`config.mk`:
```
export PLATFORM = sky130hd
export DESIGN_NAME = flip_candidate_enumerator
export DESIGN_NICKNAME = d
export VERILOG_FILES = /design/src/hw/rtl/fce_pkg.sv /design/src/hw/rtl/fce_ctrl.sv /design/src/hw/rtl/fce_datapath.sv /design/src/hw/rtl/flip_candidate_enumerator.sv
export SDC_FILE = /design/constraint.sdc
export NUM_CORES = 1
export LEC_CHECK = 0
export BUFFER_PORTS_ARGS = -buffer_cell sky130_fd_sc_hd__buf_2
export CAP_MARGIN = 10
export CORE_MARGIN = 2
export CORE_UTILIZATION = 40
export CTS_BUF_LIST = sky130_fd_sc_hd__clkbuf_16
export CTS_CLUSTER_SIZE = 10
export DETAILED_ROUTE_END_ITERATION = 16
export HOLD_SLACK_MARGIN = 0.02
export SYNTH_ARGS = -nofsm -noshare
export SYNTH_HDL_FRONTEND = slang
export SYNTH_SLANG_ARGS = --single-unit
```
`constraint.sdc`:
```
create_clock -name clk -period 10.75 [get_ports clk]
set_input_delay 2.15 -clock clk [delete_from_list [all_inputs] [get_ports clk]]
set_output_delay 2.15 -clock clk [all_outputs]
set_load 0.01 [all_outputs]
```
`src/hw/rtl/fce_pkg.sv`:
```
// Package for the flip candidate enumerator: sizing constants, controller state
// type, command/status structs and the highest-set-bit helper.
// No dependencies.
package fce_pkg;

    localparam int MAX_FLIP_BITS = 6;
    localparam int HASH_W        = 32;
    localparam int IDX_W         = MAX_FLIP_BITS;
    localparam int USED_W        = $clog2(MAX_FLIP_BITS + 1);

    typedef logic [HASH_W-1:0] word_t;
    typedef logic [IDX_W-1:0]  idx_t;
    typedef logic [USED_W-1:0] used_t;

    typedef enum logic [1:0] {
        ST_IDLE,
        ST_SCAN,
        ST_EMIT
    } state_t;

    typedef struct packed {
        logic capture;
        logic scan_step;
        logic load_out;
    } cmd_t;

    typedef struct packed {
        logic scan_done;
        logic out_fire;
        logic out_last;
    } status_t;

    // One-hot of the most significant set bit; zero for a zero word.
    function automatic word_t highest_bit(input word_t x);
        word_t smear;
        smear = x;
        smear = smear | (smear >> 1);
        smear = smear | (smear >> 2);
        smear = smear | (smear >> 4);
        smear = smear | (smear >> 8);
        smear = smear | (smear >> 16);
        return x & ~(smear >> 1);
    endfunction

endpackage

```
`src/hw/rtl/fce_ctrl.sv`:
```
// Controller state machine for the flip candidate enumerator.
// Depends on fce_pkg.
module fce_ctrl
(
    input  logic             clk,
    input  logic             rst_n,
    input  logic             in_valid,
    output logic             in_ready,
    input  fce_pkg::status_t status,
    output fce_pkg::cmd_t    cmd
);

    fce_pkg::state_t state_reg;
    fce_pkg::state_t state_next;

    always_ff @(posedge clk or negedge rst_n)
    begin
        if (!rst_n)
        begin
            state_reg <= fce_pkg::ST_IDLE;
        end
        else
        begin
            state_reg <= state_next;
        end
    end

    always_comb
    begin
        state_next = state_reg;
        case (state_reg)
            fce_pkg::ST_IDLE:
            begin
                if (in_valid)
                begin
                    state_next = fce_pkg::ST_SCAN;
                end
            end
            fce_pkg::ST_SCAN:
            begin
                if (status.scan_done)
                begin
                    state_next = fce_pkg::ST_EMIT;
                end
            end
            fce_pkg::ST_EMIT:
            begin
                if (status.out_fire && status.out_last)
                begin
                    state_next = fce_pkg::ST_IDLE;
                end
            end
            default:
            begin
                state_next = fce_pkg::ST_IDLE;
            end
        endcase
    end

    always_comb
    begin
        in_ready      = 1'b0;
        cmd.capture   = 1'b0;
        cmd.scan_step = 1'b0;
        cmd.load_out  = 1'b0;
        case (state_reg)
            fce_pkg::ST_IDLE:
            begin
                in_ready    = 1'b1;
                cmd.capture = in_valid;
            end
            fce_pkg::ST_SCAN:
            begin
                cmd.scan_step = !status.scan_done;
                cmd.load_out  = status.scan_done;
            end
            fce_pkg::ST_EMIT:
            begin
            end
            default:
            begin
            end
        endcase
    end

endmodule

```
`src/hw/rtl/fce_datapath.sv`:
```
// Datapath for the flip candidate enumerator: mask scan, selected-bit store,
// candidate counter and the output register.
// Depends on fce_pkg.
module fce_datapath
(
    input  logic                  clk,
    input  logic                  rst_n,
    input  fce_pkg::word_t        hash_word,
    input  fce_pkg::word_t        toggle_mask,
    input  fce_pkg::cmd_t         cmd,
    output fce_pkg::status_t      status,
    output logic                  out_valid,
    input  logic                  out_ready,
    output fce_pkg::word_t        candidate,
    output logic                  last,
    output logic                  overflow
);

    fce_pkg::word_t hash_reg;
    fce_pkg::word_t rem_reg;
    fce_pkg::word_t sel_reg [fce_pkg::MAX_FLIP_BITS];
    fce_pkg::used_t used_reg;
    fce_pkg::idx_t  idx_reg;
    fce_pkg::word_t cand_reg;
    logic           last_reg;
    logic           ovf_reg;
    logic           out_valid_reg;

    fce_pkg::word_t top_bit;
    fce_pkg::idx_t  idx_limit;
    fce_pkg::idx_t  idx_next;
    fce_pkg::word_t flip_next;
    logic           fire;

    assign top_bit   = fce_pkg::highest_bit(rem_reg);
    // Index of the final candidate: 2^used - 1.
    assign idx_limit = ~({fce_pkg::IDX_W{1'b1}} << used_reg);
    assign idx_next  = idx_reg + fce_pkg::idx_t'(1);
    assign fire      = out_valid_reg && out_ready;

    always_comb
    begin
        flip_next = '0;
        for (int j = 0; j < fce_pkg::MAX_FLIP_BITS; j++)
        begin
            if (idx_next[j])
            begin
                flip_next = flip_next | sel_reg[j];
            end
        end
    end

    assign status.scan_done = (rem_reg == '0) ||
                              (used_reg == fce_pkg::used_t'(fce_pkg::MAX_FLIP_BITS));
    assign status.out_fire  = fire;
    assign status.out_last  = last_reg;

    // Payload registers.
    always_ff @(posedge clk)
    begin
        if (cmd.capture)
        begin
            hash_reg <= hash_word;
        end
        if (cmd.scan_step)
        begin
            for (int j = 0; j < fce_pkg::MAX_FLIP_BITS; j++)
            begin
                if (used_reg == fce_pkg::used_t'(j))
                begin
                    sel_reg[j] <= top_bit;
                end
            end
        end
        if (cmd.load_out)
        begin
            cand_reg <= hash_reg;
            ovf_reg  <= (rem_reg != '0);
        end
        else if (fire && !last_reg)
        begin
            cand_reg <= hash_reg ^ flip_next;
        end
    end

    // Control registers.
    always_ff @(posedge clk or negedge rst_n)
    begin
        if (!rst_n)
        begin
            rem_reg       <= '0;
            used_reg      <= '0;
            idx_reg       <= '0;
            last_reg      <= 1'b0;
            out_valid_reg <= 1'b0;
        end
        else
        begin
            if (cmd.capture)
            begin
                rem_reg  <= toggle_mask;
                used_reg <= '0;
            end
            else if (cmd.scan_step)
            begin
                rem_reg  <= rem_reg ^ top_bit;
                used_reg <= used_reg + fce_pkg::used_t'(1);
            end

            if (cmd.load_out)
            begin
                idx_reg       <= '0;
                last_reg      <= (idx_limit == '0);
                out_valid_reg <= 1'b1;
            end
            else if (fire)
            begin
                if (last_reg)
                begin
                    out_valid_reg <= 1'b0;
                end
                else
                begin
                    idx_reg  <= idx_next;
                    last_reg <= (idx_next == idx_limit);
                end
            end
        end
    end

    assign out_valid = out_valid_reg;
    assign candidate = cand_reg;
    assign last      = last_reg;
    assign overflow  = ovf_reg;

endmodule

```
`src/hw/rtl/flip_candidate_enumerator.sv`:
```
// Top level of the flip candidate enumerator: joins the controller and the
// datapath. Depends on fce_pkg, fce_ctrl and fce_datapath.
//
// Each input transaction carries a 32-bit hash and a 32-bit toggle mask. The
// block returns 2^k output transactions, where k is the number of set mask
// bits in use (at most MAX_FLIP_BITS, taken from the most significant end).
// The first candidate is the hash unchanged; candidate i inverts the j-th
// selected mask bit whenever bit j of i is set. The final candidate of an
// input carries last, and every candidate carries overflow when the mask held
// more set bits than MAX_FLIP_BITS. After acceptance the datapath isolates
// one selected mask bit per cycle with a highest-set-bit finder, then the
// output register presents one candidate per cycle while out_ready is high.
// The next input is accepted once the last candidate of the current one has
// been taken.
module flip_candidate_enumerator
(
    input  logic                  clk,
    input  logic                  rst_n,
    input  logic                  in_valid,
    output logic                  in_ready,
    input  logic [31:0]           hash_word,
    input  logic [31:0]           toggle_mask,
    output logic                  out_valid,
    input  logic                  out_ready,
    output logic [31:0]           candidate,
    output logic                  last,
    output logic                  overflow
);

    fce_pkg::cmd_t    cmd;
    fce_pkg::status_t status;

    // The controller sequences capture, bit scan and candidate emission.
    fce_ctrl u_ctrl
    (
        .clk      (clk),
        .rst_n    (rst_n),
        .in_valid (in_valid),
        .in_ready (in_ready),
        .status   (status),
        .cmd      (cmd)
    );

    // The datapath holds the operands, the selected bits and the output register.
    fce_datapath u_datapath
    (
        .clk         (clk),
        .rst_n       (rst_n),
        .hash_word   (hash_word),
        .toggle_mask (toggle_mask),
        .cmd         (cmd),
        .status      (status),
        .out_valid   (out_valid),
        .out_ready   (out_ready),
        .candidate   (candidate),
        .last        (last),
        .overflow    (overflow)
    );

endmodule

```
Word-level counts from Yosys, hierarchy flattened. Memory sizes are Yosys's and may differ from the RTL's. Index checks and enable logic that the tools add are counted.

Memories kept: 1. Bits in writable memories: 192. Logic and storage cells: 125. Output and inout bits: 36. Input bits: 68. Register bits: 110.

Memory list: u_datapath.sel_reg (words 6, bits a word 32, rd ports 6, clocked after memory_dff 0, wr ports 1, RTL line fce_datapath.sv:21) `fce_pkg::word_t sel_reg [fce_pkg::MAX_FLIP_BITS];`.

$add $sub $neg: 2. Multiplexer cells: 61. Equality and inequality tests: 13. Shift operators: 1. Reductions and logical operators: 23. Bitwise logic cells: 15.

Operator list (number): $mux W32 (15); $or A32 B32 Y32 (5); $reduce_or A32 Y1 (5); $xor A32 B32 Y32 (2); $and A32 B32 Y32 (1); $logic_not A32 Y1 (1); $not A31 Y32 (1); $or A32 B16 Y32 (1); $or A32 B24 Y32 (1); $or A32 B28 Y32 (1); $or A32 B30 Y32 (1); $or A32 B31 Y32 (1); $reduce_bool A32 Y1 (1); $mux W1 (31); $mux W3 (7); $mux W6 (3); $eq A3 B3 Y1 const B (3); $mux W2 (4); $reduce_bool A2 Y1 (4); $add A6 B1 Y6 const B (1); $eq A3 B2 Y1 const B (2); $eq A6 B6 Y1 (1); $logic_not A6 Y1 (1); $not A6 Y6 (1); 15 further kinds (21).

Longest topological paths before layout. Gate-level depths: netlist of run 1.

Depth in word-level cells: 15. Depth in mapped cells: 9. Mapped depth without buffers: 7.

By module. Synthesis of run 1 repeated with hierarchy kept, for this count alone.

Cells, all modules: 775. Area total of the unflattened synthesis: 11853.9 um2.

Modules (own cells, without submodules): fce_datapath (cells an instance 763, area each 11741.3 um2, instances 1); fce_ctrl (cells an instance 12, area each 112.6 um2, instances 1).

Least setup slack after synthesis of run 1. Ideal clock, no wire load.

Path type: flip-flop to flip-flop. From: register u_datapath.rem_reg[31]. To: memory u_datapath.sel_reg[0][0] (netlist bit) (enable). Data required time: 10.289 ns. Path buffers: 3. Cell stages (with the launch flop): 9. Setup time: 0.461 ns. Path slack: 6.665 ns. Arrival time: 3.624 ns. Path through: dfrtp_1 > clkbuf_1 > nor4_1 > nand3b_1 > or4_4 > nand2b_1 > buf_4 > buf_6 > nor3_1.

Longest elaborated chain between the ends: 12.

RTL lines: start, declared (RTL line fce_datapath.sv:20) `fce_pkg::word_t rem_reg;`; start signal, assigned (RTL line fce_datapath.sv:101) `rem_reg <= toggle_mask;`; start signal, assigned (RTL line fce_datapath.sv:106) `rem_reg <= rem_reg ^ top_bit;`; $logic_not A32 Y1 * (RTL line fce_datapath.sv:53) `assign status.scan_done = (rem_reg == '0) ||`; $logic_or A1 B1 Y1 * (RTL line fce_datapath.sv:53); $logic_not A1 Y1 * (RTL line fce_ctrl.sv:74) `cmd.scan_step = !status.scan_done;`; $mux W2 * (RTL line fce_ctrl.sv:66) `case (state_reg)`; $mux W1 (RTL line fce_datapath.sv:65) `if (cmd.scan_step)`; $mux W1 (not written as such) (RTL line fce_datapath.sv:71) `sel_reg[j] <= top_bit;`; $reduce_or A32 Y1 (no source line); $mux W3 (no source line) / $mux W1 (equally long branches) (5 in series); end, declared (RTL line fce_datapath.sv:21).

Mark *: on every way between the ends. The rest lies on a longest branch, timed or not.

Worst setup path after layout of run 1.
From: register u_datapath.rem_reg[17]. To: memory u_datapath.sel_reg[5][17] (netlist bit) (enable).

The elaborated chain is that of the path after synthesis.

==> impl_metrics.env, run 1 <==
export IMPL_antennaDiodeCount=0
export IMPL_clock_path_buffers=3
export IMPL_postRouteAntennaNets=0
export IMPL_layout_min_cycle_time_ns=3.439
export IMPL_seq_area_frac_synth=0.7566
export IMPL_ys_warn_count=0
export IMPL_wl_per_cell_microns=20.63
export IMPL_nets=949
export IMPL_start_util=0.4072
export IMPL_hold_path_class="reg -> reg"
export IMPL_peakVddDrop_mv=0.1466
export IMPL_grt_overflow=0
export IMPL_hold_viol=0
export IMPL_swShare=0.3262
export IMPL_relSlewSlack=0.2643
export IMPL_first_iter_violations=901
export IMPL_place_gp_congestion=0.7598
export IMPL_synth_most_common_cell="edfxtp_1"
export IMPL_numCtsBuffers=36
export IMPL_final_seq_area_sq_um=8843
export IMPL_cts_sinks=302
export IMPL_io_buffers=103
export IMPL_first_pass_iters=6
export IMPL_crit_fanout=17
export IMPL_antenna_found_initial=0
export IMPL_std_cell_rows=62
export IMPL_fmax_mhz=290.8
export IMPL_critPathCaptureType="flop"
export IMPL_post_route_drc_count=0
export IMPL_maxCapViolCount=0
export IMPL_fill_cells=2542
export IMPL_critical_path_arrival_ns=3.67
export IMPL_pwr_share_clk=0.303
export IMPL_drt_wl_total_microns=26480
export IMPL_avgSynthCellArea_sq_um=15.61
export IMPL_hpwlAfterDp_microns=15350
export IMPL_power_frac_seq=0.434
export IMPL_tightest_slew_ns=1.088
export IMPL_htree_levels=2
export IMPL_syn_num_nets=825
export IMPL_synth_top_cell_area_share=0.6602
export IMPL_syn_cell_area_sq_um=11690
export IMPL_power_density_nw_per_um2=262.5
export IMPL_slew_viol_final=0
export IMPL_synth_edff_count=257
export IMPL_synth_area_leader_cell="edfxtp_1"
export IMPL_grt_max_degree=66
export IMPL_whs_ns=0.5262
export IMPL_synth_seq_cells=302
export IMPL_worst_setup_path_type="reg -> reg"
export IMPL_setup_viol=0
export IMPL_synthFlopType="edfxtp_1"
export IMPL_worstPathRequired_ns=10.98
export IMPL_p_int_uw=2441
export IMPL_io_pins=104
export IMPL_postCtsHoldBufs=0
export IMPL_clkTransAtPathRegs_ns=0.05
export IMPL_period_share=0.3199
export IMPL_synth_area_top_cells="edfxtp_1 66%, dfrtp_1 9.6%, a222oi_1 2.7%"
export IMPL_grt_usage=0.1739
export IMPL_startpoint_type="flop"
export IMPL_dieArea_sq_um=30610
export IMPL_clockRootBuffer="clkbuf_16"
export IMPL_vias_per_cell=5.413
export IMPL_die_w_microns=174.9
export IMPL_synth_distinct_cells=47
export IMPL_final_layout_size_suffix_gt1_frac=0.2000
export IMPL_power_leakage_uw=0.004905
export IMPL_status="completed"
export IMPL_core_area_sq_um=28700
export IMPL_rsz0062_at_grt="no"
export IMPL_clock_skew_ns=0.02768
export IMPL_clk_latency_ns=0.51
export IMPL_die_y_microns=174.9
export IMPL_grt_pass1_vias=6968
export IMPL_cts_tree="done"
export IMPL_power_switching_uw=1181
export IMPL_cts_setup_buffers=0
export IMPL_multi_input_area_sq_um=2668
export IMPL_async_reset_ff_frac=0.1490
export IMPL_syn_inst=749
export IMPL_combPwrFrac=0.262
export IMPL_tns_ns=0
export IMPL_synth_common_cells="257 x edfxtp_1, 80 x nand2_1, 45 x dfrtp_1"
export IMPL_via_count=6950
export IMPL_largest_reg_flops=192
export IMPL_area_growth_syn_to_layout_pct=18.03
export IMPL_post_cts_resized=0
export IMPL_grt_pass1_wl_microns=40690
==> worst paths after layout <==
| path | start | to | slack [ns] | cells after the start |
|---|---|---|---|---|
| worst max-delay path | u_datapath.rem_reg[17]$_DFFE_PN0P_ | u_datapath.sel_reg[5][17]$_DFFE_PP_ | 7.31 | 7 |
| worst min-delay path | u_ctrl.state_reg[1]$_DFFE_PN0P_ | u_ctrl.state_reg[1]$_DFFE_PN0P_ | 0.53 | 1 |
| worst max register to register | u_datapath.rem_reg[17]$_DFFE_PN0P_ | u_datapath.sel_reg[5][17]$_DFFE_PP_ | 7.31 | 7 |
| worst min register to register | u_ctrl.state_reg[1]$_DFFE_PN0P_ | u_ctrl.state_reg[1]$_DFFE_PN0P_ | 0.53 | 1 |
| max in group asynchronous | rst_n | u_datapath.rem_reg[5]$_DFFE_PN0P_ | 8.64 | 2 |
| min in group asynchronous | rst_n | u_datapath.rem_reg[30]$_DFFE_PN0P_ | 1.57 | 1 |
==> routing by layer <==
metal  track usage  wire, microns
met2        0.2727          12330
met3       0.03090           1755
met5             0              0
met4       0.04965            421
met1        0.2504          11980
==> critical path: stages (launching register included) <==
cell and delay, ns:
dfrtp_1 0.41, or4_4 0.58, or4_4 0.46, or4_4 0.58
nand2b_1 0.11, inv_1 0.07, and3_1 0.53, buf_4 0.40
==> layout by cell type, fill, tap and decap left out, types with 2 or more instances in the layout <==
cell type,n
a21oi_1,6
a222oi_1,32
a22oi_1,32
a31o_2,2
a31oi_1,36
and2_1,4
and3_1,14
buf_2,103
buf_4,16
clkbuf_16,38
dfrtp_1,45
edfxtp_1,257
ha_1,7
inv_1,38
mux2i_1,9
nand2_1,80
nand2b_1,4
nand3_1,6
nand4_1,3
nor2_1,27
nor2b_1,2
nor3_1,10
nor3b_1,7
nor4_1,8
nor4b_1,3
o21ai_0,21
o21ai_1,3
o311ai_0,5
o31ai_1,3
o41ai_1,3
or2_2,3
or3_1,3
or4_1,2
or4_4,3
xnor2_1,8
xnor2_2,3
xor2_1,34
==> layout make-up <==
| class | instances | area share |
|---|---|---|
| Clock inverter | 27 | 0.01016 |
| Inverter | 15 | 0.004172 |
| Clock buffer | 38 | 0.06893 |
| Sequential cell | 302 | 0.6410 |
| Tap cell | 384 | 0.03483 |
| Timing Repair Buffer | 120 | 0.04752 |
| Multi-Input combinational cell | 398 | 0.1934 |
==> power groups by stage <==
stage          registers (uW)  logic (uW)  clock network, uW
2_1_floorplan            1590         610                  0
5_1_grt                  1590        1050               1170
3_5_place_dp             1590         959                  0
3_3_place_gp             1590         949                  0
4_1_cts                  1570         960               1120
6_report                 1570         950               1100
==> logic make-up (layout without fill, tap and decap cells) <==
kind of cell | count (synthesis) | count (layout) | share of synthesized area
xor gates and xnor gates | 46 | 46 | 0.03447
DFF | 302 | 302 | 0.7566
buffers and inverters | 49 | 200 | 0.01959
AOI/OAI and AO/OA | 150 | 150 | 0.09559
adders and majority gates | 8 | 8 | 0.008564
muxes | 9 | 9 | 0.007707
and+or+nand+nor | 185 | 185 | 0.07750
==> metrics by stage <==
stage	setup slack [ns]	total power [uW]	util	cells	area, sq um
2_1_floorplan	6.665	2195	-	749	11690
3_3_place_gp	6.845	2540	0.4419	1218	12680
6_report	7.311	3622	0.4806	1284	13800
3_5_place_dp	6.784	2552	0.4419	1218	12680
5_1_grt	7.035	3811	0.4806	1284	13800
4_1_cts	7.310	3651	0.4799	1283	13780
Note: power is estimated with default switching activity, not from simulation.
==> run 2, diff against run 1 <==
--- a/config.mk
+++ b/config.mk
@@ -5,6 +5,7 @@
 export SDC_FILE = /design/constraint.sdc
 export NUM_CORES = 1
 export LEC_CHECK = 0
+export ABC_AREA = 1
 export BUFFER_PORTS_ARGS = -buffer_cell sky130_fd_sc_hd__buf_2
 export CAP_MARGIN = 10
 export CORE_MARGIN = 2
==> constraint.sdc (replaced) <==
create_clock -name clk -period 3.6 [get_ports clk]
set_input_delay 0.72 -clock clk [delete_from_list [all_inputs] [get_ports clk]]
set_output_delay 0.72 -clock clk [all_outputs]
set_load 0.01 [all_outputs]
==> run 2 against run 1 <==
Against the previous run:
- clock skew fell by 0.0082 ns
- non-clock buffer count rose by 5
- routed wire length rose by 21%
- critical path depth fell by 2
- critical path type unchanged
- critical endpoint is now u_datapath.sel_reg[1][14]$_DFFE_PP_
- largest power group unchanged
==> impl_metrics.env, run 2 <==
export IMPL_synth_seq_cells=302
export IMPL_clkTransAtPathRegs_ns=0.05
export IMPL_cts_sinks=302
export IMPL_critical_path_arrival_ns=2.85
export IMPL_std_cell_rows=66
export IMPL_post_route_drc_count=0
export IMPL_syn_num_nets=1286
export IMPL_numCtsBuffers=37
export IMPL_synth_distinct_cells=30
export IMPL_path_buf_inv=0
export IMPL_hold_path_class="in -> async"
export IMPL_postRouteAntennaNets=0
export IMPL_mostFrequentLayoutCells="357 x nand2_1, 257 x edfxtp_1, 113 x nor2_1"
export IMPL_syn_inst=1210
export IMPL_worst_setup_path_type="reg -> reg"
export IMPL_place_gp_congestion=0.9094
export IMPL_grt_usage=0.1923
export IMPL_power_density_nw_per_um2=862.9
export IMPL_clockRootBuffer="clkbuf_16"
export IMPL_maxCapViolCount=0
export IMPL_ys_warn_count=0
export IMPL_synth_area_top_cells="edfxtp_1 59%, nand2_1 10%, dfrtp_1 8.7%"
export IMPL_cp_cell_sequence="nor2_4 > nand2_1 > nor2_1 > nand2_1 > nor3_1"
export IMPL_layout_min_cycle_time_ns=2.695
export IMPL_antennaDiodeCount=0
export IMPL_via_count=8959
export IMPL_setup_viol=0
export IMPL_wl_per_cell_microns=18.00
export IMPL_area_growth_syn_to_layout_pct=16.29
export IMPL_slowest_stage="nor3_1"
export IMPL_grt_overflow=0
export IMPL_async_reset_ff_frac=0.1490
export IMPL_status="completed"
export IMPL_power_leakage_uw=0.006149
export IMPL_largest_reg_flops=192
export IMPL_slowest_delay_ns=0.86
export IMPL_cts_tree="done"
export IMPL_first_pass_iters=5
export IMPL_seq_area_frac_synth=0.6801
export IMPL_synth_common_cells="360 x nand2_1, 257 x edfxtp_1, 117 x nor2_1"
export IMPL_avgSynthCellArea_sq_um=10.75
export IMPL_drt_wl_total_microns=31980
export IMPL_fmax_mhz=371.1
export IMPL_start_util=0.4027
export IMPL_layout_commonest_cell="nand2_1"
export IMPL_grt_max_degree=49
export IMPL_cts_setup_buffers=0
export IMPL_antenna_found_initial=0
export IMPL_vias_per_cell=5.042
export IMPL_first_iter_violations=608
export IMPL_synth_area_leader_cell="edfxtp_1"
export IMPL_slew_viol_final=0
export IMPL_tightest_slew_ns=1.215
export IMPL_crit_top_cell="nand2_1"
export IMPL_clock_skew_ns=0.01945
export IMPL_setup_ws_ns=0.9054
export IMPL_critPathCaptureType="flop"
export IMPL_tns_ns=0
export IMPL_syn_cell_area_sq_um=13000
export IMPL_die_y_microns=184.3
export IMPL_clock_path_buffers=3
export IMPL_startpoint_type="flop"
export IMPL_die_w_microns=184.3
export IMPL_post_place_ws_ns=1.021
export IMPL_post_cts_resized=0
export IMPL_rsz0062_at_grt="no"
export IMPL_hold_viol=0
export IMPL_synth_edff_count=257
export IMPL_io_buffers=103
export IMPL_io_pins=104
export IMPL_synth_top_cell_area_share=0.5935
export IMPL_hpwlAfterDp_microns=20880
export IMPL_synthFlopType="edfxtp_1"
export IMPL_core_area_sq_um=32290
export IMPL_final_layout_size_suffix_gt1_frac=0.1461
export IMPL_relSlewSlack=0.1826
export IMPL_period_share=0.7485
export IMPL_grt_pass1_vias=8795
export IMPL_crit_fanout=10
export IMPL_htree_levels=2
export IMPL_grt_pass1_wl_microns=49710
export IMPL_clk_latency_ns=0.52
export IMPL_nets=1399
export IMPL_path_delay_family="simple AND/OR/NAND/NOR gates"
export IMPL_worstPathRequired_ns=3.76
export IMPL_synth_most_common_cell="nand2_1"
export IMPL_postCtsHoldBufs=0
export IMPL_dieArea_sq_um=33970
export IMPL_peakVddDrop_mv=0.3927
[run 2: cell count changes in the layout (fill, tap and decap cells not counted), sizes merged, moves of 11 or more]
cell	before	now
a222oi	32	0
a31oi	36	0
and3	14	0
inv	38	108
nand2	80	362
nand3	6	100
nand3b	1	33
nand4	3	68
nor2	28	120
o21ai	24	2
xnor2	11	0
xor2	35	0
[run 2: worst paths after layout]
| path | from | endpoint | slack (ns) | cells past startpoint |
|---|---|---|---|---|
| max | u_datapath.rem_reg[31]$_DFFE_PN0P_ | u_datapath.sel_reg[1][14]$_DFFE_PP_ | 0.91 | 5 |
| min | rst_n | u_datapath.rem_reg[10]$_DFFE_PN0P_ | 0.31 | 1 |
| max reg2reg | u_datapath.rem_reg[31]$_DFFE_PN0P_ | u_datapath.sel_reg[1][14]$_DFFE_PP_ | 0.91 | 5 |
| min reg2reg | u_datapath.hash_reg[14]$_DFFE_PP_ | u_datapath.candidate[14]$_DFFE_PP_ | 0.53 | 2 |
| max in group asynchronous | rst_n | u_ctrl.state_reg[0]$_DFFE_PN0P_ | 2.61 | 2 |
| min in group clk | hash_word[22] | u_datapath.hash_reg[22]$_DFFE_PP_ | 0.37 | 1 |
[run 2: routing by layer]
metal,vias to the layer above,routed length [microns],track usage
met3,48,1921,0.03952
li1,4368,-,-
met1,4287,14740,0.2651
met4,0,647,0.05440
met5,-,0,0
met2,256,14670,0.3092
[run 2: layout make-up]
type / instances / area (sq um)
tap: 442 / 553.0
timing repair buffer: 125 / 718.2
fill: 2998 / 17170
sequential: 302 / 8843
multi-input combinational: 753 / 3578
clock inverter: 14 / 111.4
inverter: 104 / 391.6
clock buffer: 37 / 925.9
[run 2: cell families after synthesis]
logic type                 after synthesis  synth area share
buffers and inverters                  155           0.04744
adders and majority gates                8          0.007698
AOI/OAI and AO/OA                       40           0.02203
and+or+nand+nor                        705            0.2428
DFF                                    302            0.6801
[run 2: stage by stage]
step | instance area [sq um] | power [uW] | utilization | hold slack [ns] | instances
global placement | 14080 | 9858 | 0.4362 | 0.5114 | 1726
floorplan | 13000 | 8424 | - | 0.4244 | 1210
CTS | 15120 | 13180 | 0.4683 | 0.3266 | 1777
finish | 15120 | 13050 | 0.4683 | 0.3079 | 1777
detailed placement | 14080 | 9915 | 0.4362 | 0.5184 | 1726
global route | 15120 | 13980 | 0.4683 | 0.3544 | 1777
[run 2: report_power, final]
| group | internal, uW | leakage (uW) | switching, uW | total [uW] |
|---|---|---|---|---|
| clock network | 1910 | 0.000528 | 1330 | 3240 |
| registers | 5010 | 0.00299 | 360 | 5370 |
| logic | 1320 | 0.00263 | 3110 | 4440 |
==> run 3, diff against run 2 <==
==> constraint.sdc (replaced) <==
create_clock -name clk -period 2.6 [get_ports clk]
set_input_delay 0.52 -clock clk [delete_from_list [all_inputs] [get_ports clk]]
set_output_delay 0.52 -clock clk [all_outputs]
set_load 0.01 [all_outputs]
==> run 3 against run 2 <==
Against the previous run:
- critical path depth is 4 higher
- final area rose by 1.8%
- maximum frequency grew 18%
- final cell count rose by 1.5%
- sequential share of layout area down 1.0 points
- critical path type unchanged
- critical endpoint is now u_datapath.sel_reg[2][5]$_DFFE_PP_
==> impl_metrics.env, run 3 (synthesis results as in run 2) <==
export IMPL_fill_cells=2931
export IMPL_tightest_slew_ns=0.9570
export IMPL_power_density_nw_per_um2=1186
export IMPL_htree_levels=2
export IMPL_wl_per_cell_microns=17.25
export IMPL_post_cts_resized=0
export IMPL_maxCapViolCount=0
export IMPL_final_seq_area_sq_um=8843
export IMPL_clock_path_buffers=3
export IMPL_final_cell_count_no_fill=1804
export IMPL_dieArea_sq_um=33970
export IMPL_peakVddDrop_mv=0.5335
export IMPL_clock_skew_ns=0.01468
export IMPL_whs_ns=0.1747
export IMPL_cts_sinks=302
export IMPL_startpoint_type="flop"
export IMPL_critical_path_arrival_ns=2.51
export IMPL_postRouteAntennaNets=0
export IMPL_slew_viol_final=0
export IMPL_numCtsBuffers=37
export IMPL_status="completed"
export IMPL_grt_max_degree=68
export IMPL_crit_fanout=17
export IMPL_via_count=9033
export IMPL_relSlewSlack=0.3613
export IMPL_period_share=0.8810
export IMPL_antennaDiodeCount=0
export IMPL_hold_viol=0
export IMPL_rsz0062_at_grt="no"
export IMPL_first_iter_violations=677
export IMPL_core_area_sq_um=32290
export IMPL_startpoint="u_datapath.rem_reg[15]$_DFFE_PN0P_"
export IMPL_clk_latency_ns=0.52
export IMPL_first_pass_iters=5
export IMPL_fmax_mhz=436.6
export IMPL_r2r_setup_slack_ns=0.31
export IMPL_cts_setup_buffers=0
export IMPL_drt_wl_total_microns=31110
export IMPL_clockRootBuffer="clkbuf_16"
export IMPL_reg2reg_depth=9
export IMPL_post_route_drc_count=0
export IMPL_reg2reg_from="u_datapath.rem_reg[15]$_DFFE_PN0P_"
export IMPL_placed_cells=1748
export IMPL_vias_per_cell=5.007
export IMPL_hold_path_class="in -> reg"
export IMPL_hpwlAfterDp_microns=19600
export IMPL_grt_overflow=0
export IMPL_power_leakage_uw=0.006337
export IMPL_std_cell_rows=66
export IMPL_setup_viol=0
export IMPL_layout_min_cycle_time_ns=2.291
export IMPL_nets=1422
export IMPL_worst_setup_path_type="reg -> reg"
export IMPL_cp_endpoint="u_datapath.sel_reg[2][5]$_DFFE_PP_"
export IMPL_io_pins=104
export IMPL_multi_input_area_sq_um=3587
export IMPL_antenna_found_initial=0
export IMPL_largest_reg_flops=192
export IMPL_clkTransAtPathRegs_ns=0.06
export IMPL_place_gp_congestion=0.9064
export IMPL_mostFrequentLayoutCells="360 x nand2_1, 257 x edfxtp_1, 113 x inv_1, 113 x nor2_1, 103 x buf_2"
export IMPL_worstPathRequired_ns=2.82
export IMPL_final_layout_size_suffix_gt1_frac=0.1564
export IMPL_area_growth_syn_to_layout_pct=18.39
export IMPL_grt_pass1_wl_microns=48270
export IMPL_die_w_microns=184.3
export IMPL_cts_tree="done"
export IMPL_io_buffers=103
export IMPL_die_y_microns=184.3
export IMPL_critPathCaptureType="flop"
export IMPL_reg2reg_to="u_datapath.sel_reg[2][5]$_DFFE_PP_"
export IMPL_layout_commonest_cell="nand2_1"
export IMPL_start_util=0.4027
export IMPL_grt_usage=0.1861
export IMPL_grt_pass1_vias=8631
[run 3: changes by cell type in the layout (fill, tap and decap cells not counted), sizes merged]
cell / previous run / this run
dlygate4sd3: 0 / 1
bufinv: 1 / 0
inv: 108 / 116
clkbuf: 37 / 38
buf: 125 / 147
clkinv: 9 / 5
[run 3: stage by stage]
| stage | utilization | worst slack, ns | instance area [sq um] | TNS (ns) | power (uW) |
|---|---|---|---|---|---|
| after global placement | 0.4439 | 0.3203 | 14330 | 0 | 13790 |
| after global routing | 0.4768 | 0.08901 | 15390 | 0 | 19500 |
| after floorplan | - | -0.4120 | 13020 | -68.57 | 11670 |
| final | 0.4768 | 0.3095 | 15390 | 0 | 18260 |
| after CTS | 0.4768 | 0.2943 | 15390 | 0 | 18450 |
| after detailed placement | 0.4439 | 0.3046 | 14330 | 0 | 13910 |
[run 3: layer usage]
metal  vias to the layer above  GRT usage  routed length (microns)
li1                       4422          -                        -
met1                      4299     0.2554                    14370
met2                       266     0.3002                    14140
met3                        46    0.03320                     1831
met4                         0    0.06112                      774
met5                         -          0                        0
[run 3: timing repair]
item,in CTS,in global routing
hold buffers,1,0
endpoints found under the setup margin,0,0
endpoints found under the hold margin,14,0
[run 3: power breakdown]
group | internal [uW] | switching (uW) | total (uW)
Sequential | 6940 | 447 | 7380
Clock | 2630 | 1870 | 4490
Combinational | 1980 | 4400 | 6390
Total | 11500 | 6720 | 18300
[run 3: critical path, cell delays in order, from the launching register on]
cell and delay (ns):
dfrtp_1 0.40, nor2_2 0.07, nand2_1 0.10, nor2_1 0.10
nand2_1 0.08, nor2_1 0.05, nand2_1 0.10, nand3_2 0.09
nor2_2 0.73, buf_12 0.25
[run 3: area by class of cell]
cell class | instances | area share
sequential | 302 | 0.5744
multi-input combinational | 753 | 0.2330
timing repair buffer | 148 | 0.06291
clock buffer | 38 | 0.06177
tap | 442 | 0.03592
inverter | 104 | 0.02544
clock inverter | 17 | 0.006502
[run 3: worst min-delay path by stage]
| stage | startpoint | to | cells after the start |
|---|---|---|---|
| after floorplan | rst_n | u_ctrl.state_reg[0]$_DFFE_PN0P_ | 0 |
| after global placement | rst_n | u_datapath.rem_reg[1]$_DFFE_PN0P_ | 1 |
| after detailed placement | rst_n | u_datapath.rem_reg[5]$_DFFE_PN0P_ | 1 |
| after CTS | hash_word[14] | u_datapath.hash_reg[14]$_DFFE_PP_ | 1 |
| after global routing | hash_word[20] | u_datapath.hash_reg[20]$_DFFE_PP_ | 1 |
| final | hash_word[19] | u_datapath.hash_reg[19]$_DFFE_PP_ | 1 |
